## config.mk

```make
export PLATFORM = sky130hd
export DESIGN_NAME = dbg_queue
export DESIGN_NICKNAME = d
export VERILOG_FILES = /design/src/rtl/dbg_pkg.sv /design/src/rtl/dbg_queue.sv
export SDC_FILE = /design/constraint.sdc
export NUM_CORES = 1
export LEC_CHECK = 0
export CORE_MARGIN = 4
export CORE_UTILIZATION = 30
export DETAILED_ROUTE_END_ITERATION = 10
export DONT_BUFFER_PORTS = 1
export PLACE_DENSITY = 0.43
export SYNTH_ARGS = -nofsm -noshare
export SYNTH_HDL_FRONTEND = slang
export SYNTH_SLANG_ARGS = --single-unit
```

## constraint.sdc

```tcl
create_clock -name i_clk -period 28 [get_ports i_clk]
set_clock_uncertainty 0.1 [all_clocks]
set_input_delay 7 -clock i_clk [delete_from_list [all_inputs] [get_ports i_clk]]
set_output_delay 7 -clock i_clk [all_outputs]
set_load 0.005 [all_outputs]
```

## src/rtl/dbg_pkg.sv

```systemverilog
// ----------------------------------------------------------------------------
// dbg_pkg - decompression budget guard package
// Opcodes, status codes, register indexes, reset values and shared records.
// ----------------------------------------------------------------------------
package dbg_pkg;

    localparam int OP_W      = 3;
    localparam int ST_W      = 3;
    localparam int DATA_W    = 64;
    localparam int WORD_W    = 32;
    localparam int DEPTH_W   = 8;
    localparam int CFG_IDX_W = 3;

    localparam int Q_DEPTH   = 8;
    localparam int Q_PTR_W   = $clog2(Q_DEPTH);
    localparam int Q_CNT_W   = $clog2(Q_DEPTH + 1);

    typedef enum logic [OP_W-1:0] {
        OP_CHARGE_OUT   = 3'd0,
        OP_CHARGE_ENTRY = 3'd1,
        OP_CHARGE_ITER  = 3'd2,
        OP_ENTER        = 3'd3,
        OP_LEAVE        = 3'd4,
        OP_CHECK_DECL   = 3'd5,
        OP_CLEAR        = 3'd6,
        OP_NOP          = 3'd7
    } t_op;

    typedef enum logic [ST_W-1:0] {
        ST_OK         = 3'd0,
        ST_OUTPUT_CAP = 3'd1,
        ST_RATIO      = 3'd2,
        ST_ENTRIES    = 3'd3,
        ST_ITERATIONS = 3'd4,
        ST_DEPTH      = 3'd5
    } t_status;

    typedef enum logic [CFG_IDX_W-1:0] {
        CFG_OUTPUT_CAP      = 3'd0,
        CFG_RATIO_LIMIT     = 3'd1,
        CFG_RATIO_GRACE     = 3'd2,
        CFG_ENTRY_LIMIT     = 3'd3,
        CFG_ITERATION_LIMIT = 3'd4,
        CFG_DEPTH_LIMIT     = 3'd5
    } t_cfg_idx;

    localparam logic [DATA_W-1:0]  RST_OUTPUT_CAP      = 64'd268435456;
    localparam logic [WORD_W-1:0]  RST_RATIO_LIMIT     = 32'd100;
    localparam logic [WORD_W-1:0]  RST_RATIO_GRACE     = 32'd1048576;
    localparam logic [WORD_W-1:0]  RST_ENTRY_LIMIT     = 32'd65535;
    localparam logic [WORD_W-1:0]  RST_ITERATION_LIMIT = 32'd1000000;
    localparam logic [DEPTH_W-1:0] RST_DEPTH_LIMIT     = 8'd8;

    typedef struct packed {
        logic [DATA_W-1:0]  output_cap;
        logic [WORD_W-1:0]  ratio_limit;
        logic [WORD_W-1:0]  ratio_grace;
        logic [WORD_W-1:0]  entry_limit;
        logic [WORD_W-1:0]  iteration_limit;
        logic [DEPTH_W-1:0] depth_limit;
    } t_cfg;

    typedef struct packed {
        t_op               op;
        logic [DATA_W-1:0] comp;
        logic [DATA_W-1:0] amt;
        logic [DATA_W-1:0] bound;
    } t_cmd;

endpackage

```

## src/rtl/dbg_queue.sv

```systemverilog
// ----------------------------------------------------------------------------
// dbg_queue - command queue
// Small register FIFO between intake and execution.
// ----------------------------------------------------------------------------
module dbg_queue (
    input  logic                          i_clk,
    input  logic                          i_rst_n,
    input  logic                          i_push,
    input  dbg_pkg::t_cmd                 i_cmd,
    input  logic                          i_pop,
    output logic                          o_valid,
    output dbg_pkg::t_cmd                 o_cmd,
    output logic [dbg_pkg::Q_CNT_W-1:0]   o_count
);
    import dbg_pkg::*;

    t_cmd                r_mem [Q_DEPTH];
    logic [Q_PTR_W-1:0]  r_wr;
    logic [Q_PTR_W-1:0]  r_rd;
    logic [Q_CNT_W-1:0]  r_count;

    always_ff @(posedge i_clk) begin
        if (!i_rst_n) begin
            r_wr    <= '0;
            r_rd    <= '0;
            r_count <= '0;
        end else begin
            if (i_push) begin
                r_wr <= r_wr + 1'b1;
            end
            if (i_pop) begin
                r_rd <= r_rd + 1'b1;
            end
            r_count <= r_count + Q_CNT_W'(i_push) - Q_CNT_W'(i_pop);
        end
        if (i_push) begin
            r_mem[r_wr] <= i_cmd;
        end
    end

    assign o_valid = r_count != '0;
    assign o_cmd   = r_mem[r_rd];
    assign o_count = r_count;

`ifndef SYNTHESIS
    a_no_overflow: assert property (@(posedge i_clk) disable iff (!i_rst_n)
        i_push |-> (r_count < Q_CNT_W'(Q_DEPTH)) || i_pop)
        else $error("queue push while full");
    a_no_underflow: assert property (@(posedge i_clk) disable iff (!i_rst_n)
        i_pop |-> r_count != '0)
        else $error("queue pop while empty");
    a_empty_ptrs: assert property (@(posedge i_clk) disable iff (!i_rst_n)
        r_count == '0 |-> r_rd == r_wr)
        else $error("queue pointers apart while empty");
`endif

endmodule

```

## Yosys cells after proc, flatten, opt, wreduce, memory -nomap -nowiden

Memory sizes are Yosys's and may differ from the RTL's. A register that Yosys moved wholly into a read port is not among the register bits.
Cells that the tools add are included.

- Flip-flop bits (word level): 10
- Memory bits (writable): 1,560
- Output and inout port bits: 200
- Word-level logic and storage cells: 13
- Memories kept: 1

Memory list:

| name | words | bits a word | read ports | clocked after Yosys merged registers in | wr ports | line | RTL |
|---|---|---|---|---|---|---|---|
| r_mem | 8 | 195 | 1 | 1 | 1 | dbg_queue.sv:17 | `t_cmd r_mem [Q_DEPTH];` |

- $add $sub $neg: 4
- Muxes and demuxes: 4
- Reduce and logical (&&, ||, !) cells: 1

Operator list:

| kind | count |
|---|---|
| 3-bit by 1-bit adder with 3-bit output, second input constant | 2 |
| 3-bit 2-to-1 mux | 2 |
| 4-bit by 1-bit adder with 4-bit output | 1 |
| 4-bit nonzero test | 1 |
| 4-bit by 1-bit subtractor with 4-bit output | 1 |
| 1-bit 2-to-1 mux | 2 |

## Longest topological paths before layout

Gate-level depths: netlist (run 1).

- Depth after elaboration: 3
- Depth in mapped cells: 8
- Gate-level depth less buffers: 8

## Worst setup path after synthesis (run 1)

Ideal clock, no wire load.

- Kind: input-to-reg
- From: input i_push
- To: memory r_mem[0][0] (netlist bit), enable pin
- Setup time: 0.989 ns
- Data arrival time: 20.224 ns
- Data required time: 26.911 ns
- Path slack: 6.687 ns
- Stages on the path: 2
- Buffers on the path: 0
- Cell sequence: nand2b_1 nor3_1

- Cells in the longest elaborated chain, start to end: 2

RTL lines:

| what | line | RTL |
|---|---|---|
| from (decl) | dbg_queue.sv:8 | `input logic i_push,` |
| 1-bit 2-to-1 mux | dbg_queue.sv:36 | `if (i_push) begin` |
| 1-bit 2-to-1 mux (implied by the code) | dbg_queue.sv:37 | `r_mem[r_wr] <= i_cmd;` |
| to (decl) | dbg_queue.sv:17 |  |

No other way between the ends.

==> metrics.txt, run 1 <==
synth top area cells=edfxtp_1, mux4_2, mux2_2, dfxtp_1, clkbuf_1; largest net degree at the start of global routing=approximately 110; Layout Nets=approximately 2600; instance count on the critical path=6; global-route wire length before repair=just under 200000 um; overall routed net length=139000 um; Worst VDD drop=roughly 0.049 mV; # resized after CTS=0; Overflow after GRT=0; Yosys top cell by area=edfxtp_1; Post-route DRC=0; clock transition at the registers of the reported paths=roughly 0.050 ns; Slowest-stage cell, CP=dfxtp_4; r2r startpoint=r_wr[1]; hold_buf cts=0; max_slew headroom=a little under a fifth; via count=between 20000 and 25000; Synth Register Bits=1573; PwrDens=roughly 77 mW/mm2; Net Count, Synth=~2500; max-slew violations=0; initial antenna violation count=2; Mapped Area=0.0590 mm2; die width=~450 um; placed insts=between 4000 and 5000; status=completed; worst hold path class=reg -> reg; # Max-Cap Violations=0; Data arrival, critical path=a little over 6 ns; CTS tree=built; fin cells=between 5000 and 6000; setup TNS=0 ns; Worst Tran Pin Value=approximately 1.2 ns; Final HPWL DP=around 75000 um; Row Count=~160; worst path cell trace=buf_4 -> buf_4 -> buf_4 -> buf_4 -> mux4_2 -> mux2_2; Yosys warning total=0; CTS Buffer Depth=3; Syn Inst Count=~2300; n_diodes=0; gpl congestion=about 0.7; Distinct cells, synth=24; Total GRT Usage=a little over an eighth; initial DRC count=about 1500; post-CTS setup repair buffer count=0; share of layout cells above drive strength 1=34.8%; Skew-Pair Late Insertion Delay=0.81 ns; RSZ-0062 raised after global routing=false; Routed Antenna Nets=0; die area=around 0.20 mm2; Crit Path Max Fanout=between 40 and 50; Top Family by Delay on Critical Path=buffers and inverters; area growth from synthesis to layout=15.0%; CP endpoint kind=primary output; Die Y=about 450 um; Vias/cell=~4.7; Critical path buffers and inverters=4; Max Freq=75.8 MHz; Inserted Clock Buffers=around 170; Setup crit start kind=flip-flop; Port-buffer cells=0; WL/cell=26.8 um; Worst Reg2Reg Path Length in Cells=5; Ports=roughly 400; most used cell, CP=buf_4; register area share after synthesis=roughly four fifths; critical path type=reg -> out; RR Endpoint=r_mem[6][74]; Initial Util=between 30% and 40%; leakage=just over 20 nW; fin crit period=between 10 and 15 ns; Final period util=47.1%; core area=a little under 0.2 mm2; FF-to-FF setup slack=roughly 24 ns; Worst setup endpoint=o_cmd[116]; vias in the first global route=between 20000 and 30000; CTS Root Cell=clkbuf_16; top cell type's share of synthesized area=79.4%; CTS sink cnt=between 1500 and 2000; Mean Syn Cell Area=roughly 25 um2; CP required=around 21 ns; Slowest Stage Delay on Critical Path=roughly 0.93 ns; endpoints failing setup=0; Hold Vio Cnt, Final=0; Max H-tree Level=4; DRT Pass-1 Iters=5
-- cells in the final DEF, fill, tap and decap left out, types with 4 or more instances in the layout --
| cell type | Yosys | routed |
|---|---|---|
| clkinv_8 | 0 | 4 |
| nand2b_1 | 4 | 4 |
| clkinvlp_4 | 0 | 4 |
| ha_1 | 7 | 7 |
| edfxtp_1 | 1560 | 1560 |
| inv_1 | 7 | 7 |
| clkbuf_16 | 0 | 176 |
| dfxtp_1 | 13 | 10 |
| nor2_4 | 0 | 6 |
| clkinv_1 | 0 | 40 |
| clkinv_16 | 0 | 5 |
| clkinv_2 | 0 | 32 |
| and2_1 | 7 | 7 |
| mux4_2 | 390 | 390 |
| mux2_2 | 195 | 195 |
| clkinv_4 | 0 | 5 |
| clkbuf_1 | 48 | 26 |
| buf_4 | 1 | 53 |
| bufinv_16 | 0 | 14 |
| inv_6 | 0 | 4 |
| nand2_1 | 5 | 5 |
-- tightest hold or removal path: stages (launching register included) --
cell     delay (ns)
dfxtp_1        0.31
mux2i_1        0.14
nor2b_1        0.08
-- how the worst min path moves through the flow --
stage,from,end,slack (ns),cells after the start
final,r_rd[1],flip-flop,0.48,2
after floorplan,r_rd[1],flip-flop,0.41,2
after detailed placement,r_rd[1],flip-flop,0.47,2
after global routing,r_rd[2],flip-flop,0.53,2
after global placement,r_rd[1],flip-flop,0.41,2
after CTS,r_rd[1],flip-flop,0.47,2
-- synth_stat cells (all sizes together) --
library cell  number
nor3               2
nor2b              3
fa                 1
clkbuf            48
xor2               2
dfxtp             13
mux2             195
inv                7
and2               7
edfxtp          1560
nand3              1
mux2i              3
a21oi              1
nor2               6
ha                 7
mux4             390
nand2b             4
buf               62
a21o               1
xnor2              3
nand2              5
-- metal layers --
| layer | up-vias | track usage, % | share of wire, % |
|---|---|---|---|
| li1 | 10300 | - | - |
| met1 | 13500 | 16.1 | 39 |
| met2 | 644 | 23.2 | 51 |
| met3 | 207 | 4.63 | 7.4 |
| met4 | 0 | 4.12 | 2.5 |
| met5 | - | 0 | 0 |
-- report_power, final --
group | leakage (nW) | total [mW] | switching (mW) | internal, mW
Sequential | 14.3 | 2.68 | 0.0198 | 2.66
Clock | 2.73 | 2.21 | 0.922 | 1.29
Combinational | 3.21 | 0.310 | 0.167 | 0.143
-- registers in the layout (all words and copies together), names as in the netlist, named ones only --
signal	count
r_mem	1560
o_count	4
r_rd	3
r_wr	3
-- final cells by class --
type | count | area [um2]
fill | 17800 | 127000
sequential | 1573 | 47100
multi-input combinational | 631 | 11400
clock buffer | 202 | 4500
tap | 2624 | 3280
clock inverter | 111 | 1110
timing repair buffer | 55 | 438
inverter | 7 | 26.3
-- per-stage QoR --
stage | total power, mW | cell area [um2] | utilization (%) | worst slack [ns] | hold slack, ns
after floorplan | 2.96 | 59000 | - | 6.69 | 0.412
after global placement | 3.04 | 62200 | 31.9 | 15.42 | 0.414
after detailed placement | 3.05 | 62200 | 31.9 | 15.35 | 0.466
after CTS | 5.29 | 67800 | 34.8 | 14.41 | 0.468
after global routing | 5.41 | 67800 | 34.8 | 14.02 | 0.533
final | 5.19 | 67800 | 34.8 | 14.81 | 0.480
-- cell families (layout without fill, tap and decap cells) --
logic type | count (synthesis) | in the layout | synth area share (%)
flip-flops | 1573 | 1573 | 79.9
multiplexers | 588 | 588 | 18.7
adder cells (fa/ha/maj) | 8 | 8 | 0.182
XOR/XNOR | 5 | 5 | 0.0743
buffers and inverters | 117 | 375 | 0.961
AO/OA/AOI/OAI | 2 | 2 | 0.0212
AND/OR/NAND/NOR | 28 | 28 | 0.244
Note: power is estimated with default switching activity, not from simulation.
==> run 2: changes to the inputs <==
Clock period 28 ns to 12.2 ns, I/O delays scaled along.
==> run 2 against run 1 <==
Net effect: sequential share of layout area up 0.095 points; register-to-register slack worse by 16 ns; final cell count decreased by 0.52%; clock power up 130%; power up 130%; sequential power increased by 130%; first-iteration DRC count rose by 1.1%; design area fell by 0.14%; utilization barely moved; critical path depth down 2; flip-flop and latch count unchanged; critical path type unchanged; largest cell class unchanged.
==> metrics.txt, run 2 (synthesis gave the netlist of run 1 again) <==
CTS Root Cell=clkbuf_16; Total GRT Usage=13.0% (-0.50 points); Final period util=roughly three fifths; largest net degree at the start of global routing=144 (+30%); CP required=9.05 ns (-11.85 ns); DRT Pass-1 Iters=4 (-1); fin cells=5176 (-0.52%); Routed Antenna Nets=0 (unchanged); Vias/cell=4.67 (-1.1%); Slowest-stage cell, CP=dfxtp_4; fin crit period=approximately 7.3 ns; die width=451 um (unchanged); Hold Crit Depth=2 (unchanged); Ports=399 (unchanged); CTS sink cnt=1573 (unchanged); Initial Util=30.2% (unchanged); PnR worst setup slack=4.86 ns (-9.95 ns); area growth from synthesis to layout=14.9%; setup TNS=0 ns (unchanged); worst hold margin=0.449 ns (-0.0310 ns); Skew-Pair Late Insertion Delay=0.78 ns (-0.03 ns); clock transition at the registers of the reported paths=0.06 ns (about the same); Slowest Stage Delay on Critical Path=0.83 ns (-0.10 ns); via count=24200 (-1.6%); PwrDens=175 mW/mm2 (+130%); Inserted Clock Buffers=170 (-2.3%); Worst VDD drop=0.117 mV (+140%); CTS Buffer Depth=3 (unchanged); global-route wire length before repair=191000 um (-3.0%); CTS tree=built; Post-DP Area=0.0623 mm2 (about the same); Die Y=451 um (unchanged); post-route cell area=0.0678 mm2 (-0.14%); Layout Nets=2627 (-0.83%); die area=0.204 mm2 (unchanged); core area=0.195 mm2 (unchanged); overall routed net length=134000 um (-3.7%); worst hold path class=reg -> reg; Data arrival, critical path=4.19 ns (-1.90 ns); post-layout util=34.7% (-0.047 points); status=completed; # resized after CTS=0 (unchanged); Port-buffer cells=0 (unchanged); Max H-tree Level=4 (unchanged); critical path type=reg -> out; WL/cell=25.9 um (-3.2%); Hold Crit Start=r_rd[1]; initial DRC count=1510 (+1.1%); r2r startpoint=r_wr[0]; endpoints failing setup=0 (unchanged); commonest non-fill, non-tap cell in the layout=edfxtp_1; Overflow after GRT=0 (unchanged); RSZ-0062 raised after global routing=false; worst path cell trace=buf_12 -> buf_4 -> mux4_2 -> mux2_2; # Max-Cap Violations=0 (unchanged); Crit Path Max Fanout=90 (+110%); CP endpoint kind=primary output; Setup crit start kind=flip-flop; hold_buf cts=0 (unchanged); vias in the first global route=26900 (+0.19%); share of layout cells above drive strength 1=33.9% (-0.90 points); max-slew violations=0 (unchanged); post-CTS setup repair buffer count=0 (unchanged); worst slack at placement=5.48 ns (-9.86 ns); leakage=20.1 nW (-0.72%); most flop-heavy register=r_mem; most frequent cells in the layout=edfxtp_1, mux4_2, mux2_2; Worst Tran Pin Value=1.26 ns (+0.0397 ns); Worst Reg2Reg Path Length in Cells=4 (-1); placed insts=4872 (-0.37%); initial antenna violation count=1 (-1); Post-route DRC=0 (unchanged); Hold Vio Cnt, Final=0 (unchanged); gpl congestion=0.674 (-2.6%); Largest register FFs=1560 (unchanged); Row Count=162 (unchanged); Max Freq=approximately 140 MHz; overall power=11.9 mW (+130%); max_slew headroom=16.3% (-2.6 points); Final HPWL DP=69000 um (-8.2%)
==> run 2: layout make-up <==
type | instances | area (um2)
Tap cell | 2624 | 3280
Antenna cell | 2 | 5.00
Sequential cell | 1573 | 47100
Clock inverter | 90 | 1010
Inverter | 7 | 26.3
Clock buffer | 212 | 4440
Timing Repair Buffer | 37 | 478
Fill cell | 17800 | 127000
Multi-Input combinational cell | 631 | 11400
==> run 2: layer usage <==
| layer | GRT usage [%] | up-vias | routed length (um) |
|---|---|---|---|
| li1 | - | 10200 | - |
| met1 | 15.6 | 13300 | 53400 |
| met2 | 22.5 | 521 | 68700 |
| met3 | 4.25 | 188 | 8840 |
| met4 | 3.77 | 0 | 3110 |
| met5 | 0 | - | 0 |
==> run 2: report_power, final <==
group	internal [mW]	switching [mW]	leakage, nW	total, mW
clock	2.97	2.04	2.65	5.01
sequential	6.09	0.0460	14.3	6.14
combinational	0.331	0.377	3.15	0.708
total	9.39	2.46	20.1	11.9
==> run 2: path summary, 6_finish.rpt <==
path | endpoint | slack [ns]
setup / recovery | o_cmd[155] | 4.86
hold / removal | flip-flop | 0.45
setup reg to reg | r_mem[1][187] | 8.49
hold reg to reg | flip-flop | 0.45
==> run 2: worst max-delay path: cells and delay by family, from the launching register on <==
family	cells	cell delay (ns)
muxes	2	0.93
DFF	1	0.83
buffers and inverters	2	1.43
==> run 3: changes to the inputs <==
Settings changed: PLACE_DENSITY 0.43 to 0.44.
Clock period 12.2 ns to 5.9 ns, I/O delays scaled along.
==> run 3 against run 2 <==
Net effect: final cell count increased by 0.52%; non-clock buffer count increased by 22; critical endpoint is now o_cmd[129]; register-to-register slack got worse by 5.3 ns; clock power increased by 100%; highest routed layer unchanged; global-route usage increased by 0.40 points; design area increased by 0.32%; utilization increased by 0.11 points; die area unchanged; power increased by 100%; first-iteration DRC count increased by 4.6%.
==> metrics.txt, run 3 (synthesis gave the netlist of run 1 again) <==
Fillers=17800 (+0.20%); Row Count=162 (unchanged); die width=451 um (unchanged); max-slew violations=0 (unchanged); post-route cell area=0.0680 mm2 (+0.32%); most flop-heavy register=r_mem; Initial Util=30.2% (unchanged); largest net degree at the start of global routing=96 (-33%); commonest non-fill, non-tap cell in the layout=edfxtp_1; Routed Antenna Nets=0 (unchanged); Final period util=around 81%; Overflow after GRT=0 (unchanged); die area=0.204 mm2 (unchanged); overall routed net length=138000 um (+2.6%); CTS Root Cell=clkbuf_16; Inserted Clock Buffers=171 (+0.59%); setup TNS=0 ns (unchanged); Seq pwr share=52.5% (+0.7 points); endpoints failing setup=0 (unchanged); Post-DP Area=0.0627 mm2 (+0.66%); Worst VDD drop=0.231 mV (+98%); Post-route DRC=0 (unchanged); critical path type=reg -> out; DRT Pass-1 Iters=5 (+1); most frequent cells in the layout=edfxtp_1, mux4_2, mux2_2; Setup crit start kind=flip-flop; n_diodes=0 (-2); worst hold path class=reg -> reg; PwrDens=356 mW/mm2 (+100%); initial antenna violation count=0 (-1); Layout Nets=2650 (+0.88%); max_slew headroom=22.7% (+6.4 points); part of the power in combinational logic=6.2% (+0.2 points); Total GRT Usage=13.4% (+0.40 points); Net Sw Frac=21.2% (+0.45 points); Vias/cell=4.70 (+0.48%); core area=0.195 mm2 (unchanged); overall power=24.2 mW (+100%); leakage=20.2 nW (+0.52%); # Max-Cap Violations=0 (unchanged); CTS tree=built; gpl congestion=0.665 (-1.3%); Skew-Pair Late Insertion Delay=0.79 ns (about the same); Die Y=451 um (unchanged); NetSw=5.13 mW (+110%); Max H-tree Level=4 (unchanged); global-route wire length before repair=195000 um (+2.2%); post-CTS setup repair buffer count=0 (unchanged); Ports=399 (unchanged); area growth from synthesis to layout=15.2%; Port-buffer cells=0 (unchanged); clock transition at the registers of the reported paths=0.06 ns (about the same); vias in the first global route=26900 (+0.056%); Data arrival, critical path=3.20 ns (-0.99 ns); CP required=4.32 ns (-4.73 ns); via count=24400 (+1.0%); RSZ-0062 raised after global routing=false; CP endpoint kind=primary output; Clk network pwr share=41.3% (-0.9 points); initial DRC count=1579 (+4.6%); CTS sink cnt=1573 (unchanged); footprint of the multi-input gates=0.0114 mm2 (+0.16%); Final HPWL DP=72500 um (+5.2%); WL/cell=26.4 um (+2.0%); Internal=19.1 mW (+100%); Hold Vio Cnt, Final=0 (unchanged); # resized after CTS=0 (unchanged); Worst Tran Pin Value=1.16 ns (-0.0984 ns); share of layout cells above drive strength 1=34.5% (+0.59 points); Reg area=0.0471 mm2 (unchanged); CTS Buffer Depth=3 (unchanged); Largest register FFs=1560 (unchanged); fin crit period=between 4 and 5 ns; Crit Path Max Fanout=56 (-38%); hold_buf cts=0 (unchanged); Max Freq=about 210 MHz; status=completed
## run 3: cell count changes in the layout (fill, tap and decap cells not counted), moves of 2 or more
cell,change
diode_2,-2
buf_12,+18
bufinv_16,-9
clkinv_1,+5
inv_6,-2
buf_4,+4
clkinv_2,+14
## run 3: area by class of cell
cell class | instances | share of cell area [%]
clock buffers | 213 | 6.56
clock inverters | 96 | 1.19
inverters | 7 | 0.0387
multi-input cells | 631 | 16.8
flip-flops and latches | 1573 | 69.3
well taps | 2624 | 4.83
repair buffers | 59 | 1.28
## run 3: routing by layer
metal  global-route usage [%]  vias up  wire, um
met2                     23.5      614     70900
met3                     4.88      193     10900
met1                     15.5    13400     52600
met4                     3.95        0      3190
met5                        0        -         0
li1                         -    10300         -
## run 3: power by group through the flow
| stage | clock network (mW) | logic, mW | registers [mW] |
|---|---|---|---|
| 2_1_floorplan | 0 | 1.08 | 12.9 |
| 3_3_place_gp | 0 | 1.56 | 12.9 |
| 3_5_place_dp | 0 | 1.57 | 12.9 |
| 4_1_cts | 10.4 | 1.57 | 12.7 |
| 5_1_grt | 10.9 | 1.64 | 12.7 |
| 6_report | 10.0 | 1.50 | 12.7 |
## run 3: critical path: stages (launching register included)
cell     delay, ns
dfxtp_4       0.85
buf_12        0.41
mux4_2        0.58
mux2_2        0.33
## run 3: final timing paths
path              slack (ns)  startpoint  depth (start not counted)       endpoint
setup reg to reg        3.17     r_wr[0]                          3  r_mem[5][127]
setup / recovery        1.13   flip-flop                          3     o_cmd[129]
hold / removal          0.45     r_rd[1]                          2      flip-flop
hold reg to reg         0.45     r_rd[1]                          2      flip-flop
## run 3: through the flow
stage / utilization, % / std cells / setup slack (ns) / hold WS (ns)
floorplan: - / 2321 / -1.34 / 0.412
global placement: 32.1 / 4894 / 1.93 / 0.448
detailed placement: 32.1 / 4894 / 1.89 / 0.447
CTS: 34.8 / 5203 / 0.950 / 0.459
global route: 34.8 / 5203 / 0.864 / 0.489
finish: 34.8 / 5203 / 1.13 / 0.454
