[src/rtl/dbg_pkg.sv]
// ----------------------------------------------------------------------------
// dbg_pkg - decompression budget guard package
// Opcodes, status codes, register indexes, reset values and shared records.
// ----------------------------------------------------------------------------
package dbg_pkg;

    localparam int OP_W      = 3;
    localparam int ST_W      = 3;
    localparam int DATA_W    = 64;
    localparam int WORD_W    = 32;
    localparam int DEPTH_W   = 8;
    localparam int CFG_IDX_W = 3;

    localparam int Q_DEPTH   = 8;
    localparam int Q_PTR_W   = $clog2(Q_DEPTH);
    localparam int Q_CNT_W   = $clog2(Q_DEPTH + 1);

    typedef enum logic [OP_W-1:0] {
        OP_CHARGE_OUT   = 3'd0,
        OP_CHARGE_ENTRY = 3'd1,
        OP_CHARGE_ITER  = 3'd2,
        OP_ENTER        = 3'd3,
        OP_LEAVE        = 3'd4,
        OP_CHECK_DECL   = 3'd5,
        OP_CLEAR        = 3'd6,
        OP_NOP          = 3'd7
    } t_op;

    typedef enum logic [ST_W-1:0] {
        ST_OK         = 3'd0,
        ST_OUTPUT_CAP = 3'd1,
        ST_RATIO      = 3'd2,
        ST_ENTRIES    = 3'd3,
        ST_ITERATIONS = 3'd4,
        ST_DEPTH      = 3'd5
    } t_status;

    typedef enum logic [CFG_IDX_W-1:0] {
        CFG_OUTPUT_CAP      = 3'd0,
        CFG_RATIO_LIMIT     = 3'd1,
        CFG_RATIO_GRACE     = 3'd2,
        CFG_ENTRY_LIMIT     = 3'd3,
        CFG_ITERATION_LIMIT = 3'd4,
        CFG_DEPTH_LIMIT     = 3'd5
    } t_cfg_idx;

    localparam logic [DATA_W-1:0]  RST_OUTPUT_CAP      = 64'd268435456;
    localparam logic [WORD_W-1:0]  RST_RATIO_LIMIT     = 32'd100;
    localparam logic [WORD_W-1:0]  RST_RATIO_GRACE     = 32'd1048576;
    localparam logic [WORD_W-1:0]  RST_ENTRY_LIMIT     = 32'd65535;
    localparam logic [WORD_W-1:0]  RST_ITERATION_LIMIT = 32'd1000000;
    localparam logic [DEPTH_W-1:0] RST_DEPTH_LIMIT     = 8'd8;

    typedef struct packed {
        logic [DATA_W-1:0]  output_cap;
        logic [WORD_W-1:0]  ratio_limit;
        logic [WORD_W-1:0]  ratio_grace;
        logic [WORD_W-1:0]  entry_limit;
        logic [WORD_W-1:0]  iteration_limit;
        logic [DEPTH_W-1:0] depth_limit;
    } t_cfg;

    typedef struct packed {
        t_op               op;
        logic [DATA_W-1:0] comp;
        logic [DATA_W-1:0] amt;
        logic [DATA_W-1:0] bound;
    } t_cmd;

endpackage

[src/rtl/dbg_out_if.sv]
// ----------------------------------------------------------------------------
// dbg_out_if - result channel
// Valid/ready channel carrying status and running output total.
// ----------------------------------------------------------------------------
interface dbg_out_if;
    import dbg_pkg::*;

    logic              valid;
    logic              ready;
    logic [ST_W-1:0]   status;
    logic [DATA_W-1:0] out_total;

    modport source (output valid, output status, output out_total, input ready);
    modport sink   (input valid, input status, input out_total, output ready);

endinterface

[src/rtl/dbg_back.sv]
// ----------------------------------------------------------------------------
// dbg_back - budget counters
// Executes queued commands against the counters and registers the result.
// ----------------------------------------------------------------------------
module dbg_back (
    input  logic            i_clk,
    input  logic            i_rst_n,
    input  dbg_pkg::t_cfg   i_cfg,
    input  logic            i_valid,
    input  dbg_pkg::t_cmd   i_cmd,
    output logic            o_pop,
    dbg_out_if.source       o_rsp
);
    import dbg_pkg::*;

    logic [DATA_W:0]      sum;
    logic [DATA_W-1:0]    sat_total;
    logic [DATA_W-1:0]    produced;
    logic                 cap_hit;
    logic                 ratio_hit;
    t_status              judged;

    logic [DATA_W-1:0]    r_output_count,     n_output_count;
    logic [DATA_W-1:0]    r_last_input_total, n_last_input_total;
    logic [WORD_W-1:0]    r_entry_count,      n_entry_count;
    logic [WORD_W-1:0]    r_iteration_count,  n_iteration_count;
    logic [DEPTH_W-1:0]   r_nest_depth,       n_nest_depth;
    logic                 r_out_valid,        n_out_valid;
    t_status              r_out_status,       n_out_status;
    logic [DATA_W-1:0]    r_out_total,        n_out_total;

    assign o_pop = i_valid && (!r_out_valid || o_rsp.ready);

    assign sum       = {1'b0, r_output_count} + {1'b0, i_cmd.amt};
    assign sat_total = sum[DATA_W] ? '1 : sum[DATA_W-1:0];
    assign produced  = (i_cmd.op == OP_CHARGE_OUT) ? sat_total : i_cmd.amt;
    assign cap_hit   = produced > i_cfg.output_cap;
    assign ratio_hit = produced > i_cmd.bound;
    assign judged    = cap_hit ? ST_OUTPUT_CAP : (ratio_hit ? ST_RATIO : ST_OK);

    always_comb begin
        n_output_count     = r_output_count;
        n_last_input_total = r_last_input_total;
        n_entry_count      = r_entry_count;
        n_iteration_count  = r_iteration_count;
        n_nest_depth       = r_nest_depth;
        n_out_status       = r_out_status;
        n_out_total        = r_out_total;
        n_out_valid        = r_out_valid && !o_rsp.ready;
        if (o_pop) begin
            n_out_valid  = 1'b1;
            n_out_status = ST_OK;
            unique case (i_cmd.op)
                OP_CHARGE_OUT: begin
                    n_output_count     = sat_total;
                    n_last_input_total = i_cmd.comp;
                    n_out_status       = judged;
                end
                OP_CHARGE_ENTRY: begin
                    if (r_entry_count >= i_cfg.entry_limit) begin
                        n_out_status = ST_ENTRIES;
                    end else begin
                        n_entry_count = r_entry_count + 1'b1;
                    end
                end
                OP_CHARGE_ITER: begin
                    if (r_iteration_count >= i_cfg.iteration_limit) begin
                        n_out_status = ST_ITERATIONS;
                    end else begin
                        n_iteration_count = r_iteration_count + 1'b1;
                    end
                end
                OP_ENTER: begin
                    if (r_nest_depth >= i_cfg.depth_limit) begin
                        n_out_status = ST_DEPTH;
                    end else begin
                        n_nest_depth = r_nest_depth + 1'b1;
                    end
                end
                OP_LEAVE: begin
                    if (r_nest_depth != '0) begin
                        n_nest_depth = r_nest_depth - 1'b1;
                    end
                end
                OP_CHECK_DECL: begin
                    n_out_status = judged;
                end
                OP_CLEAR: begin
                    n_output_count     = '0;
                    n_last_input_total = '0;
                    n_entry_count      = '0;
                    n_iteration_count  = '0;
                    n_nest_depth       = '0;
                end
                default: begin
                end
            endcase
            n_out_total = n_output_count;
        end
    end

    always_ff @(posedge i_clk) begin
        if (!i_rst_n) begin
            r_output_count     <= '0;
            r_last_input_total <= '0;
            r_entry_count      <= '0;
            r_iteration_count  <= '0;
            r_nest_depth       <= '0;
            r_out_valid        <= 1'b0;
        end else begin
            r_output_count     <= n_output_count;
            r_last_input_total <= n_last_input_total;
            r_entry_count      <= n_entry_count;
            r_iteration_count  <= n_iteration_count;
            r_nest_depth       <= n_nest_depth;
            r_out_valid        <= n_out_valid;
        end
        r_out_status <= n_out_status;
        r_out_total  <= n_out_total;
    end

    assign o_rsp.valid     = r_out_valid;
    assign o_rsp.status    = r_out_status;
    assign o_rsp.out_total = r_out_total;

`ifndef SYNTHESIS
    a_clear_zeroes: assert property (@(posedge i_clk) disable iff (!i_rst_n)
        o_pop && i_cmd.op == OP_CLEAR |=> r_output_count == '0 && r_out_total == '0
            && r_out_status == ST_OK)
        else $error("clear left counters or result nonzero");
    a_total_grows: assert property (@(posedge i_clk) disable iff (!i_rst_n)
        o_pop && i_cmd.op == OP_CHARGE_OUT |=> r_output_count >= $past(r_output_count)
            && r_out_total == r_output_count)
        else $error("output total decreased on charge");
    a_leave_floor: assert property (@(posedge i_clk) disable iff (!i_rst_n)
        o_pop && i_cmd.op == OP_LEAVE && r_nest_depth == '0 |=>
            r_nest_depth == '0 && r_out_status == ST_OK)
        else $error("leave at depth zero changed depth or status");
`endif

endmodule

[src/flat_wrapper.sv]
// flat-port wrapper written by rule: the top's interface ports become plain ports
module dbg_back_flat import dbg_pkg::*;
  (i_clk, i_rst_n, i_cfg, i_valid, i_cmd, o_pop, o_rsp_valid, o_rsp_status, o_rsp_out_total, o_rsp_ready);
  dbg_out_if o_rsp_i ();
  input  logic i_clk;
  input  logic i_rst_n;
  input  dbg_pkg::t_cfg i_cfg;
  input  logic i_valid;
  input  dbg_pkg::t_cmd i_cmd;
  output logic o_pop;
  output wire logic [$bits(o_rsp_i.valid)-1:0] o_rsp_valid;
  output wire logic [$bits(o_rsp_i.status)-1:0] o_rsp_status;
  output wire logic [$bits(o_rsp_i.out_total)-1:0] o_rsp_out_total;
  input wire logic [$bits(o_rsp_i.ready)-1:0] o_rsp_ready;
  assign o_rsp_valid = o_rsp_i.valid;
  assign o_rsp_status = o_rsp_i.status;
  assign o_rsp_out_total = o_rsp_i.out_total;
  assign o_rsp_i.ready = o_rsp_ready;
  dbg_back u_core (.i_clk(i_clk), .i_rst_n(i_rst_n), .i_cfg(i_cfg), .i_valid(i_valid), .i_cmd(i_cmd), .o_pop(o_pop), .o_rsp(o_rsp_i));
endmodule
[config.mk]
export PLATFORM = sky130hd
export DESIGN_NAME = dbg_back_flat
export DESIGN_NICKNAME = d
export VERILOG_FILES = /design/src/rtl/dbg_pkg.sv /design/src/rtl/dbg_out_if.sv /design/src/rtl/dbg_back.sv /design/src/flat_wrapper.sv
export SDC_FILE = /design/constraint.sdc
export NUM_CORES = 1
export LEC_CHECK = 0
export ABC_AREA = 0
export BUFFER_PORTS_ARGS = -buffer_cell sky130_fd_sc_hd__clkbuf_2
export CAP_MARGIN = 10
export CORE_UTILIZATION = 30
export DETAILED_ROUTE_END_ITERATION = 8
export PLACE_DENSITY_LB_ADDON = 0.08
export REMOVE_ABC_BUFFERS = 1
export SLEW_MARGIN = 25
export SYNTH_ARGS = -nofsm -noshare
export SYNTH_HDL_FRONTEND = slang
export SYNTH_SLANG_ARGS = --single-unit
[constraint.sdc]
create_clock -name i_clk -period 5.2 [get_ports i_clk]
set_input_delay 0.26 -clock i_clk [delete_from_list [all_inputs] [get_ports i_clk]]
set_output_delay 0.26 -clock i_clk [all_outputs]
set_load 0.1 [all_outputs]
After elaboration in Yosys (flattened, before gate mapping)
Cells that the tools add are included. Widths: inputs -> output; s select.

Word-level logic and storage cells: 58. Bits in registers: 204.

Order comparisons: 5. Reduce and logical (&&, ||, !) cells: 14. Mux-type cells: 17. Equal/unequal tests: 10. Add/subtract/negate cells: 5.

Operators with widths (number): $gt 64x64->1 (2); $mux 64 (2); $pmux 32 s2 (2); $pmux 64 s2 (1); $add 64x64->65 (1); $add 32x1->32 const B (2); $ge 32x32->1 (2); $mux 32 (2); $pmux 8 s3 (1); $mux 8 (2); $pmux 3 s4 (1); $eq 3x3->1 const B (3); $mux 3 (3); $add 8x1->8 const B (1); $ge 8x8->1 (1); $reduce_bool 8->1 (1); $sub 8x1->8 const B (1); $eq 3x2->1 const B (2); $ne 2x2->1 const B (3); $reduce_and 3->1 (2); $mux 2 (2); $reduce_and 4->1 (1); $reduce_bool 2->1 (2); $eq 3x1->1 const B (1); 8 further kinds (10).

Longest topological paths before layout
Gate-level depths: netlist of the first run.

Depth in word-level cells: 7. Depth in mapped cells: 25. Depth with buffers taken out: 23.

Worst setup path before layout of the first run
OpenSTA, ideal clock, no wires.

Path kind: reg-to-reg. From: register u_core.r_out_valid, in the netlist u_core.o_rsp.valid. To: register u_core.r_entry_count[21]. Slack: 0.120 ns. Required time: 5.072 ns. Arrival time: 4.953 ns. Library setup time: 0.128 ns. Cell stages (with the launch flop): 10. Buffers on the path: 3. Clock period less this slack: 5.080 ns. Cells stage by stage: dfxtp_1 > nand2b_1 > nand2_1 > inv_1 > clkbuf_1 > nand2_1 > nand2_1 > clkbuf_1 > clkbuf_1 > nor2_1.

Longest elaborated chain between the ends: 4.

RTL lines: start: declaration (line dbg_back.sv:28) `logic r_out_valid, n_out_valid;`; start signal: assignment (line dbg_back.sv:116) `r_out_valid <= n_out_valid;`; $logic_not 1->1 (line dbg_back.sv:32) `assign o_pop = i_valid && (!r_out_valid || o_rsp.ready);`; $logic_or 1x1->1 (line dbg_back.sv:32); $logic_and 1x1->1 (line dbg_back.sv:32); named net o_pop (line flat_wrapper.sv:10) `output logic o_pop;`; $reduce_and 3->1 (no source line); end signal: assignment (line dbg_back.sv:113) `r_entry_count <= n_entry_count;`; end: declaration (line dbg_back.sv:25) `logic [WORD_W-1:0] r_entry_count, n_entry_count;`.

The timed path passes the listed nets, and every way through them passes these cells. A chain may end at the register's enable or synchronous reset.

Worst setup path in the final report of the first run
From: register u_core.r_output_count[0]. To: register u_core.r_out_status[0], in the netlist u_core.o_rsp.status[0] (data pin).

Longest elaborated chain between the ends: 6.

RTL lines: start: declaration (line dbg_back.sv:23) `logic [DATA_W-1:0] r_output_count, n_output_count;`; start signal: assignment (line dbg_back.sv:111) `r_output_count <= n_output_count;`; $add 64x64->65 (line dbg_back.sv:34) `assign sum = {1'b0, r_output_count} + {1'b0, i_cmd.amt};`; $mux 64 (line dbg_back.sv:35) `assign sat_total = sum[DATA_W] ? '1 : sum[DATA_W-1:0];`; $mux 64 (line dbg_back.sv:36) `assign produced = (i_cmd.op == OP_CHARGE_OUT) ? sat_total : i_cmd.amt;`; $gt 64x64->1 (line dbg_back.sv:37) `assign cap_hit = produced > i_cfg.output_cap;`; $mux 3 (line dbg_back.sv:39) `assign judged = cap_hit ? ST_OUTPUT_CAP : (ratio_hit ? ST_RATIO : ST_OK);`; $pmux 3 s4 (line dbg_back.sv:53) `unique case (i_cmd.op)`; end signal: assignment (line dbg_back.sv:118) `r_out_status <= n_out_status;`; end: declaration (line dbg_back.sv:29) `t_status r_out_status, n_out_status;`.

Every way passes these cells.

==> results of run 1 <==
power by group through the flow:
stage / Sequential (mW) / Clock, mW / Combinational (mW)
2_1_floorplan: 2.01 / 0 / 0.596
3_3_place_gp: 1.76 / 0 / 1.50
3_5_place_dp: 1.76 / 0 / 1.51
4_1_cts: 1.73 / 2.19 / 1.56
5_1_grt: 1.73 / 2.25 / 1.73
6_report: 1.73 / 2.12 / 1.58
state kept, by name (all words and copies together) (netlist names):
name and count:
u_core.o_rsp.out_total 64, u_core.o_rsp.status 3, u_core.o_rsp.valid 1, u_core.r_entry_count 32, u_core.r_iteration_count 32, u_core.r_nest_depth 8
u_core.r_output_count 64
area by class of cell:
cell class / count / area, um2
diodes: 2 / 5.00
clock buffers: 39 / 890
clock inverters: 17 / 135
fillers: 6204 / 33900
inverters: 240 / 902
multi-input cells: 1826 / 12700
flip-flops and latches: 204 / 4760
well taps: 773 / 967
repair buffers: 779 / 5130
cell families after synthesis:
group | share of synthesized area (%)
XOR/XNOR | 5.05
multiplexers | 0.220
AO/OA/AOI/OAI | 23.5
AND/OR/NAND/NOR | 19.1
adder cells (fa/ha/maj) | 18.9
flip-flops | 26.1
buffers and inverters | 7.10
synthesized netlist by cell type (all sizes together) (9+ instances only):
master / n / area, um2
ha: 272 / 3400
nand2: 268 / 1010
inv: 240 / 901
o21ai: 237 / 1190
nor2: 188 / 706
a21oi: 178 / 902
dfxtp: 137 / 2740
a21o: 112 / 841
clkbuf: 76 / 285
edfxtp: 67 / 2010
nand4: 65 / 407
xnor2: 62 / 543
nand3: 53 / 265
xor2: 43 / 377
nor3: 41 / 205
or3: 25 / 156
a31oi: 22 / 144
nor2b: 21 / 131
a21boi: 18 / 135
and3: 18 / 113
o211ai: 18 / 135
buf: 17 / 108
nand2b: 16 / 100
nor4: 15 / 100
o21bai: 13 / 97.6
a211oi: 12 / 95.1
and2: 11 / 68.8
o21a: 11 / 82.6
a22o: 10 / 87.6
and4: 9 / 78.8
critical path, delay by kind of cell (launching register included):
family	cells	cell delay, ns
AOI/OAI and AO/OA	15	2.72
adders and majority gates	3	0.65
buffers and inverters	3	0.45
DFF	1	0.35
and+or+nand+nor	4	0.78
path summary, 6_finish.rpt:
kind / start / end / cells past startpoint
max: u_core.r_output_count[0] / u_core.o_rsp.status[0] / 25
min reg2reg: u_core.r_output_count[46] / u_core.r_output_count[46] / 2
min: i_cmd[64] / u_core.r_output_count[0] / 4
max reg2reg: u_core.r_output_count[0] / u_core.o_rsp.status[0] / 25
timing repair:
action,in CTS,in global routing
hold buffers,2,0
setup buffers,16,4
gates cloned,2,0
endpoints found under the setup margin,2,2
gates resized for setup,95,61
hold endpoints to repair,1,0
pin swaps,44,25
routing by layer:
layer  track usage, %  share of wire [%]
met5                0               0.12
met4             4.60                1.6
met3             3.07                5.0
met2             37.2                 46
met1             31.0                 47
==> metrics.md, run 1 <==
| Metric | Value |
|---|---|
| Status | `complete, but fails checks` |
| Violations in the final reports | `setup timing` |
| I/O Pins | `roughly 470` |
| P per Cell Area | `approximately 210 nW/um2` |
| Element type at the critical path end | `flip-flop` |
| Highest ir drop seen on vdd | `between 200 and 300 uV` |
| Primary flip-flop cell chosen by synthesis mapping | `sky130_fd_sc_hd__dfxtp_1` |
| Final setup margin | `-0.0314 ns` |
| Highest Clock Rate | `191 MHz` |
| Cell area after placement | `approximately 24000 um2` |
| Final setup viols | `2` |
| Tcrit/Tclk final | `101%` |
| Clock Tree Buf Depth | `3` |
| Routed wire length | `slightly above 70000 um` |
| Final Instance Area | `~26000 um2` |
| First-pass GRT wire length | `around 110000 um` |
| Startpoint type of the worst setup path | `flip-flop` |
| Worst-margin pin slew | `0.807 ns` |
| Number of warnings printed during yosys synthesis | `0` |
| Worst-path clk slew | `about 0.060 ns` |
| Max_slew headroom | `45.7%` |
| Power share of the sequential group | `roughly a third` |
| Per-cell routed wire length | `18.4 um` |
| Vertical extent of the die | `around 250 um` |
| Number of pins exceeding their max-slew limit in the final report | `0` |
| Fraction of final layout cells with drive strength greater than 1 | `30.4%` |
| Post-DRT Antenna Nets | `0` |
| Total chip power | `roughly 5.4 mW` |
| Num rows | `slightly below 90` |
| Number of antenna violations at the first check in global routing | `9` |
| Class of the tightest hold or removal check | `input pin to flip-flop` |
| Switching portion of total power | `between 30 and 40%` |
| Leakage | `around 13 nW` |
| Max stage delay cell, worst path | `sky130_fd_sc_hd__or4_4` |
| Sum of net half-perimeters after detailed placement | `approximately 57000 um` |
| Overall die width | `248 um` |
| Number of detailed-routing iterations run before antenna repair | `5` |
| Vias in the first global route | `around 19000` |
| Internal cell power | `3.57 mW` |
| Number of synthesized register bits | `approximately 200` |
| Combinational group share of total power | `29.1%` |
| Number of clock sinks | `between 200 and 250` |
| Worst-case register-to-register setup slack | `-0.03 ns` |
| Final net count | `between 3000 and 4000` |
| Avg Synthesized Cell Area | `just under 8 um2` |
| # H-tree levels | `1` |
| Top cell by count, worst path | `sky130_fd_sc_hd__o211ai_1` |
| Proportion of power drawn by the clock network | `between 30 and 40%` |
| Overall die area | `61700 um2` |
| Post-placement worst setup slack | `-0.642 ns` |
| Total Neg Setup Slack | `-0.0584 ns` |
| CP Class | `flip-flop to flip-flop` |
| Distinct cell type count of the synthesized netlist | `77` |
| Req. time, crit path | `5.50 ns` |
| Remaining Overflow, GRT | `0` |
| Gr usage total | `22.5%` |
| Weighted congestion at the end of routability-driven global placement | `around 0.93` |
| DRC marker count from the first detailed-route iteration | `1118` |
| Leading cell types in the layout, fill and taps excluded | `426 x sky130_fd_sc_hd__buf_4, 339 x sky130_fd_sc_hd__clkbuf_2, 266 x sky130_fd_sc_hd__nand2_1` |
| Cell area after synthesis | `approximately 18000 um2` |
| Most common cell after layout, fill and taps aside | `sky130_fd_sc_hd__buf_4` |
| Clock tree from TritonCTS | `built` |
| Asr flop ratio synth | `0%` |
| Final cell count without fillers | `between 3000 and 4000` |
| Initial Utilization | `a little under a third` |
| Worst hold margin | `~0.16 ns` |
| Via Count | `a little under 20000` |
| Final Critical Period | `5.23 ns` |
| Final standard cell utilization of the core | `approximately 43%` |
| Final-report hold violation count | `0` |
| Worst Path Arrival | `around 5.5 ns` |
| Critical path fanouts, max | `8` |
| Insertion delay of the later-clocked pin in the worst-skew pair | `0.58 ns` |
| Peak per-stage delay on the critical path | `0.46 ns` |
| CTS Root Cell | `sky130_fd_sc_hd__clkbuf_16` |
| Worst setup skew after layout | `between 0.01 and 0.015 ns` |
| Core box area | `59500 um2` |
| Cell total after placement | `approximately 3800` |
| Via density per instance | `4.99` |
| Syn Inst Count | `approximately 2400` |
| Area Growth Syn to Fin | `40.1%` |
| Total CTS buffers | `30` |
| Register area share after synthesis | `a little over a quarter` |
| Largest net degree at the start of global routing | `61` |
| Count of flip-flops with a built-in enable after synthesis | `67` |
| Switching power | `1.86 mW` |
| Remaining DRCs | `0` |
| Setup repair after global routing missed its margin | `yes` |
| Input/output buffers | `between 300 and 400` |
| Number of max-capacitance violations reported | `0` |
(Power assumes the default switching activity.)
==> run 2: changes to the inputs <==
clock period = 6.2 ns   (was 5.2 ns; I/O delays follow)
==> metrics.md, run 2 (same netlist as run 1, synthesis figures left out) <==
| Metric | Value |
|---|---|
| Leakage | `~11 nW` |
| Crit. Startpoint | `u_core.r_output_count[0]` |
| Highest ir drop seen on vdd | `about 200 uV` |
| CP Class | `flip-flop to flip-flop` |
| Number of antenna violations at the first check in global routing | `8` |
| Worst-path clk slew | `around 0.060 ns` |
| Vertical extent of the die | `between 200 and 250 um` |
| I/O Pins | `468` |
| Final Critical Period | `approximately 5.9 ns` |
| Max_slew headroom | `between 50% and 60%` |
| Worst setup path end | `u_core.o_rsp.status[0]` |
| Element type at the critical path end | `flip-flop` |
| Class of the tightest hold or removal check | `input pin to flip-flop` |
| Status | `finished clean` |
| P per Cell Area | `193 nW/um2` |
| Via density per instance | `roughly 5.1` |
| Via Count | `approximately 18000` |
| Final setup viols | `0` |
| Number of clock sinks | `slightly above 200` |
| Remaining Overflow, GRT | `0` |
| Number of cells traversed by the worst register-to-register path | `26` |
| Filler cells | `approximately 6300` |
| Input/output buffers | `roughly 340` |
| Core box area | `between 50000 and 60000 um2` |
| Worst-case register-to-register setup slack | `0.31 ns` |
| Gr usage total | `roughly a fifth` |
| Startpoint type of the worst setup path | `flip-flop` |
| Final setup margin | `0.309 ns` |
| Insertion delay of the later-clocked pin in the worst-skew pair | `about 0.58 ns` |
| Weighted congestion at the end of routability-driven global placement | `between 0.9 and 1` |
| R2r endpoint | `u_core.o_rsp.status[0]` |
| Worst-margin pin slew | `0.743 ns` |
| Clock tree from TritonCTS | `built` |
| Tcrit/Tclk final | `roughly 95%` |
| Remaining DRCs | `0` |
| First-pass GRT wire length | `101000 um` |
| Req. time, crit path | `roughly 6.5 ns` |
| Routed wire length | `~66000 um` |
| Fraction of final layout cells with drive strength greater than 1 | `17.6%` |
| Post-CTS setup repair buffer count | `0` |
| Number of detailed-routing iterations run before antenna repair | `7` |
| Worst Path Arrival | `between 6 and 7 ns` |
| Critical path fanouts, max | `18` |
| Sum of net half-perimeters after detailed placement | `52800 um` |
| Worst setup skew after layout | `roughly 0.017 ns` |
| Per-cell routed wire length | `~19 um` |
| Number of max-capacitance violations reported | `0` |
| Highest Clock Rate | `about 170 MHz` |
| Final net count | `roughly 3400` |
| Reg-to-reg startpoint | `u_core.r_output_count[0]` |
| # H-tree levels | `1` |
| Clock Tree Buf Depth | `3` |
| Total chip power | `roughly 4.3 mW` |
| Leading cell types in the layout, fill and taps excluded | `339 x sky130_fd_sc_hd__clkbuf_2, 272 x sky130_fd_sc_hd__ha_1, 267 x sky130_fd_sc_hd__nand2_1` |
| Most common cell after layout, fill and taps aside | `sky130_fd_sc_hd__clkbuf_2` |
| Overall die area | `61700 um2` |
| Final standard cell utilization of the core | `between 30% and 40%` |
| Total CTS buffers | `28` |
| Initial Utilization | `30.6%` |
| Final-report hold violation count | `0` |
| Num rows | `roughly 90` |
| Vias in the first global route | `17600` |
| DRC marker count from the first detailed-route iteration | `between 1000 and 1500` |
| Overall die width | `between 200 and 250 um` |
| Post-DRT Antenna Nets | `0` |
| Post-placement worst setup slack | `-0.0237 ns` |
| Number of pins exceeding their max-slew limit in the final report | `0` |
| Largest net degree at the start of global routing | `between 60 and 70` |
| CTS Root Cell | `sky130_fd_sc_hd__clkbuf_16` |
| Area Growth Syn to Fin | `20.8%` |
| Setup repair after global routing missed its margin | `no` |
==> run 2: cell count changes in the layout (fill, tap and decap cells not counted), sizes merged <==
cell and delta:
buf -374, clkinv -6, bufinv +3, clkinvlp -2, bufbuf -1, clkbuf +1
==> run 2: critical path, stage by stage, from the launching register on <==
cell                        delay [ns]
sky130_fd_sc_hd__dfxtp_1          0.36
sky130_fd_sc_hd__ha_1             0.21
sky130_fd_sc_hd__fa_1             0.24
sky130_fd_sc_hd__a21oi_1          0.10
sky130_fd_sc_hd__o211ai_1         0.28
sky130_fd_sc_hd__a31oi_2          0.19
sky130_fd_sc_hd__a211oi_4         0.31
sky130_fd_sc_hd__nor3b_1          0.09
sky130_fd_sc_hd__buf_4            0.17
sky130_fd_sc_hd__or4_4            0.52
sky130_fd_sc_hd__a21oi_4          0.18
sky130_fd_sc_hd__nand2b_2         0.18
sky130_fd_sc_hd__buf_12           0.17
sky130_fd_sc_hd__nor2_1           0.07
sky130_fd_sc_hd__buf_4            0.21
sky130_fd_sc_hd__a21oi_1          0.23
sky130_fd_sc_hd__ha_1             0.30
sky130_fd_sc_hd__a21o_1           0.17
sky130_fd_sc_hd__a21o_1           0.17
sky130_fd_sc_hd__a21oi_1          0.19
sky130_fd_sc_hd__o21ai_0          0.16
sky130_fd_sc_hd__a21oi_1          0.17
sky130_fd_sc_hd__nand2_1          0.14
sky130_fd_sc_hd__a2111oi_1        0.43
sky130_fd_sc_hd__buf_4            0.19
sky130_fd_sc_hd__a211o_1          0.10
sky130_fd_sc_hd__o211ai_1         0.08
==> run 2: stage by stage <==
stage	TNS, ns	std cells	area (um2)	hold slack, ns
5_1_grt	0	3501	22000	0.193
3_3_place_gp	0	3445	21000	0.460
2_1_floorplan	0	2270	17800	0.438
3_5_place_dp	-0.0364	3445	21000	0.473
4_1_cts	0	3499	22000	0.168
6_report	0	3501	22000	0.197
==> run 2: report_power, final <==
part | total (mW) | internal, mW | switching (mW)
combinational | 1.08 | 0.346 | 0.735
clock | 1.72 | 1.05 | 0.674
sequential | 1.45 | 1.43 | 0.0244
==> run 2: layout make-up <==
class	count	area [um2]	share of cell area [%]
Sequential cell	204	4750	21.6
Antenna cell	2	5.00	0.0227
Clock buffer	40	786	3.57
Multi-Input combinational cell	1826	12200	55.5
Tap cell	773	967	4.39
Timing Repair Buffer	404	2200	10.0
Clock inverter	12	176	0.802
Inverter	240	902	4.10
==> run 2: per-layer routing <==
| metal | vias up | wire [um] | GRT usage (%) |
|---|---|---|---|
| met2 | 426 | 29500 | 34.0 |
| li1 | 9059 | - | - |
| met1 | 8324 | 31000 | 28.1 |
| met5 | - | 72 | 0 |
| met3 | 84 | 3270 | 3.38 |
| met4 | 12 | 1770 | 5.45 |
==> run 2: what timing repair did <==
action	in CTS	in global routing
setup endpoints to repair	0	2
hold buffers	2	0
resized for setup	0	13
endpoints found under the hold margin	1	0
==> run 2: how the worst min path moves through the flow <==
stage | from | to | cells after the start
finish | i_cmd[64] | u_core.r_output_count[0] | 4
floorplan | i_rst_n | u_core.r_entry_count[0] | 1
global route | i_cmd[64] | u_core.r_output_count[0] | 4
detailed placement | u_core.r_output_count[24] | u_core.r_output_count[24] | 2
CTS | i_cmd[64] | u_core.r_output_count[0] | 4
global placement | u_core.r_output_count[0] | u_core.r_output_count[0] | 2
==> run 3: changes to the inputs <==
REMOVE_ABC_BUFFERS = unset   (was 1)
==> metrics.md, run 3 (same netlist as run 1, synthesis figures left out) <==
| Metric | Value |
|---|---|
| Highest ir drop seen on vdd | `around 130 uV` |
| Cell total after placement | `3455` |
| Final standard cell utilization of the core | `37.1%` |
| First-pass GRT wire length | `approximately 98000 um` |
| Total Neg Setup Slack | `0 ns` |
| CP Class | `flip-flop to flip-flop` |
| Worst-path clk slew | `about 0.070 ns` |
| Remaining DRCs | `0` |
| Number of detailed-routing iterations run before antenna repair | `5` |
| Post-CTS setup repair buffer count | `0` |
| Number of pins exceeding their max-slew limit in the final report | `0` |
| Final Critical Period | `between 5 and 6 ns` |
| CTS Root Cell | `sky130_fd_sc_hd__clkbuf_16` |
| Via density per instance | `slightly above 5` |
| Worst Path Arrival | `around 6.3 ns` |
| Routed wire length | `63900 um` |
| Top cell by count, worst path | `sky130_fd_sc_hd__a21oi_1` |
| Sum of net half-perimeters after detailed placement | `between 50000 and 60000 um` |
| Fraction of final layout cells with drive strength greater than 1 | `about 18%` |
| Final setup viols | `0` |
| Gr usage total | `approximately a fifth` |
| P per Cell Area | `~190 nW/um2` |
| Most common cell after layout, fill and taps aside | `sky130_fd_sc_hd__clkbuf_2` |
| Syn Nets | `approximately 3000` |
| Max_slew headroom | `between 50% and 60%` |
| Leading cell types in the layout, fill and taps excluded | `339 x sky130_fd_sc_hd__clkbuf_2, 272 x sky130_fd_sc_hd__ha_1, 267 x sky130_fd_sc_hd__nand2_1` |
| Status | `finished clean` |
| Worst-margin pin slew | `0.720 ns` |
| Clock Tree Buf Depth | `3` |
| # H-tree levels | `1` |
| Input/output buffers | `339` |
| Final-report hold violation count | `0` |
| Max stage delay cell, worst path | `sky130_fd_sc_hd__a2111oi_4` |
| Overall die area | `61700 um2` |
| Initial Utilization | `a little under a third` |
| Worst setup skew after layout | `0.0210 ns` |
| Leakage | `~11 nW` |
| Post-DRT Antenna Nets | `0` |
| Vias in the first global route | `approximately 17000` |
| Overall die width | `around 250 um` |
| Remaining Overflow, GRT | `0` |
| Total CTS buffers | `27` |
| I/O Pins | `about 470` |
| Vertical extent of the die | `between 200 and 250 um` |
| Req. time, crit path | `about 6.6 ns` |
| Critical path fanouts, max | `23` |
| Number of max-capacitance violations reported | `0` |
| Num rows | `a little under 90` |
| Cell family with the largest share of critical-path delay | `compound AO/OA/AOI/OAI gates` |
| Via Count | `between 15000 and 20000` |
| Startpoint type of the worst setup path | `flip-flop` |
| Tcrit/Tclk final | `94.6%` |
| DRC marker count from the first detailed-route iteration | `~1100` |
| Area Growth Syn to Fin | `21.1%` |
| Final cell count without fillers | `approximately 3500` |
| Element type at the critical path end | `flip-flop` |
| Peak per-stage delay on the critical path | `~0.52 ns` |
| Core box area | `approximately 59000 um2` |
| Number of antenna violations at the first check in global routing | `1` |
| Class of the tightest hold or removal check | `input pin to flip-flop` |
| Number of clock sinks | `204` |
| Crit path buf inv count | `3` |
| Diodes inserted | `0` |
| Weighted congestion at the end of routability-driven global placement | `around 0.89` |
| Final net count | `3385` |
| Clock tree from TritonCTS | `built` |
| Per-cell routed wire length | `approximately 18 um` |
| Highest Clock Rate | `approximately 170 MHz` |
| Largest net degree at the start of global routing | `a little over 60` |
| Insertion delay of the later-clocked pin in the worst-skew pair | `~0.57 ns` |
| Worst hold margin | `0.0589 ns` |
==> run 3: cell types whose count changed in the layout (fill, tap and decap cells not counted), sizes merged <==
cell,before,now
diode,2,0
clkinvlp,1,2
dlygate4sd3,2,1
clkbuf,379,372
buf,63,73
clkinv,6,9
bufinv,4,5
==> run 3: area by class of cell <==
cell class                 count  area [um2]
inverter                     240         903
timing repair buffer         413        2260
sequential                   204        4750
fill                        6420       37400
multi-input combinational   1826       12200
tap                          773         967
clock buffer                  33         698
clock inverter                17         223
==> run 3: per-stage QoR <==
step	power (mW)	area, um2	worst slack [ns]
6_report	4.19	22100	0.337
4_1_cts	4.25	22000	0.189
3_3_place_gp	2.54	21100	-0.118
5_1_grt	4.41	22100	-0.0104
2_1_floorplan	2.20	18200	1.12
3_5_place_dp	2.55	21100	-0.0668
==> run 3: what timing repair did <==
action                     CTS  global route
resized for setup            1             7
setup endpoints to repair    2             2
pin swaps                    0             1
hold buffers                 1             0
hold endpoints to repair     1             0
==> run 3: worst register-to-register path, cell delays in order (launching register included) <==
cell	delay, ns
sky130_fd_sc_hd__dfxtp_1	0.36
sky130_fd_sc_hd__ha_1	0.19
sky130_fd_sc_hd__fa_1	0.22
sky130_fd_sc_hd__a21oi_1	0.10
sky130_fd_sc_hd__o211ai_1	0.23
sky130_fd_sc_hd__a31oi_2	0.18
sky130_fd_sc_hd__a211oi_4	0.38
sky130_fd_sc_hd__nor3b_1	0.10
sky130_fd_sc_hd__buf_4	0.18
sky130_fd_sc_hd__or4_4	0.52
sky130_fd_sc_hd__a21oi_4	0.14
sky130_fd_sc_hd__nand2b_2	0.25
sky130_fd_sc_hd__buf_12	0.22
sky130_fd_sc_hd__buf_4	0.19
sky130_fd_sc_hd__nor2_1	0.07
sky130_fd_sc_hd__o21ai_0	0.27
sky130_fd_sc_hd__ha_1	0.31
sky130_fd_sc_hd__a21o_1	0.16
sky130_fd_sc_hd__a21o_1	0.18
sky130_fd_sc_hd__a21oi_1	0.13
sky130_fd_sc_hd__o21ai_0	0.10
sky130_fd_sc_hd__a21oi_1	0.15
sky130_fd_sc_hd__nand2_1	0.20
sky130_fd_sc_hd__a2111oi_4	0.52
sky130_fd_sc_hd__nor2_1	0.09
sky130_fd_sc_hd__o31ai_1	0.27
==> run 3: metal layers <==
layer  GRT usage, %  wire length (um)  vias to the layer above
li1               -                 -                     9080
met1           28.0             31000                     8290
met2           33.5             29400                      411
met3           1.82              2560                       53
met4           3.89               900                        2
met5              0                13                        -
==> run 3: path summary, 6_finish.rpt <==
check                           start                        to  slack, ns  cells past startpoint
min                       o_rsp_ready        u_core.o_rsp.valid       0.06                      3
max reg2reg  u_core.r_output_count[0]    u_core.o_rsp.status[1]       0.34                     25
min reg2reg  u_core.r_output_count[0]  u_core.r_output_count[0]       0.48                      2
max          u_core.r_output_count[0]    u_core.o_rsp.status[1]       0.34                     25
==> run 3: report_power, final <==
group	internal, mW	switching (mW)	total (mW)
Clock	1.01	0.656	1.67
Combinational	0.346	0.729	1.07
Sequential	1.43	0.0229	1.45
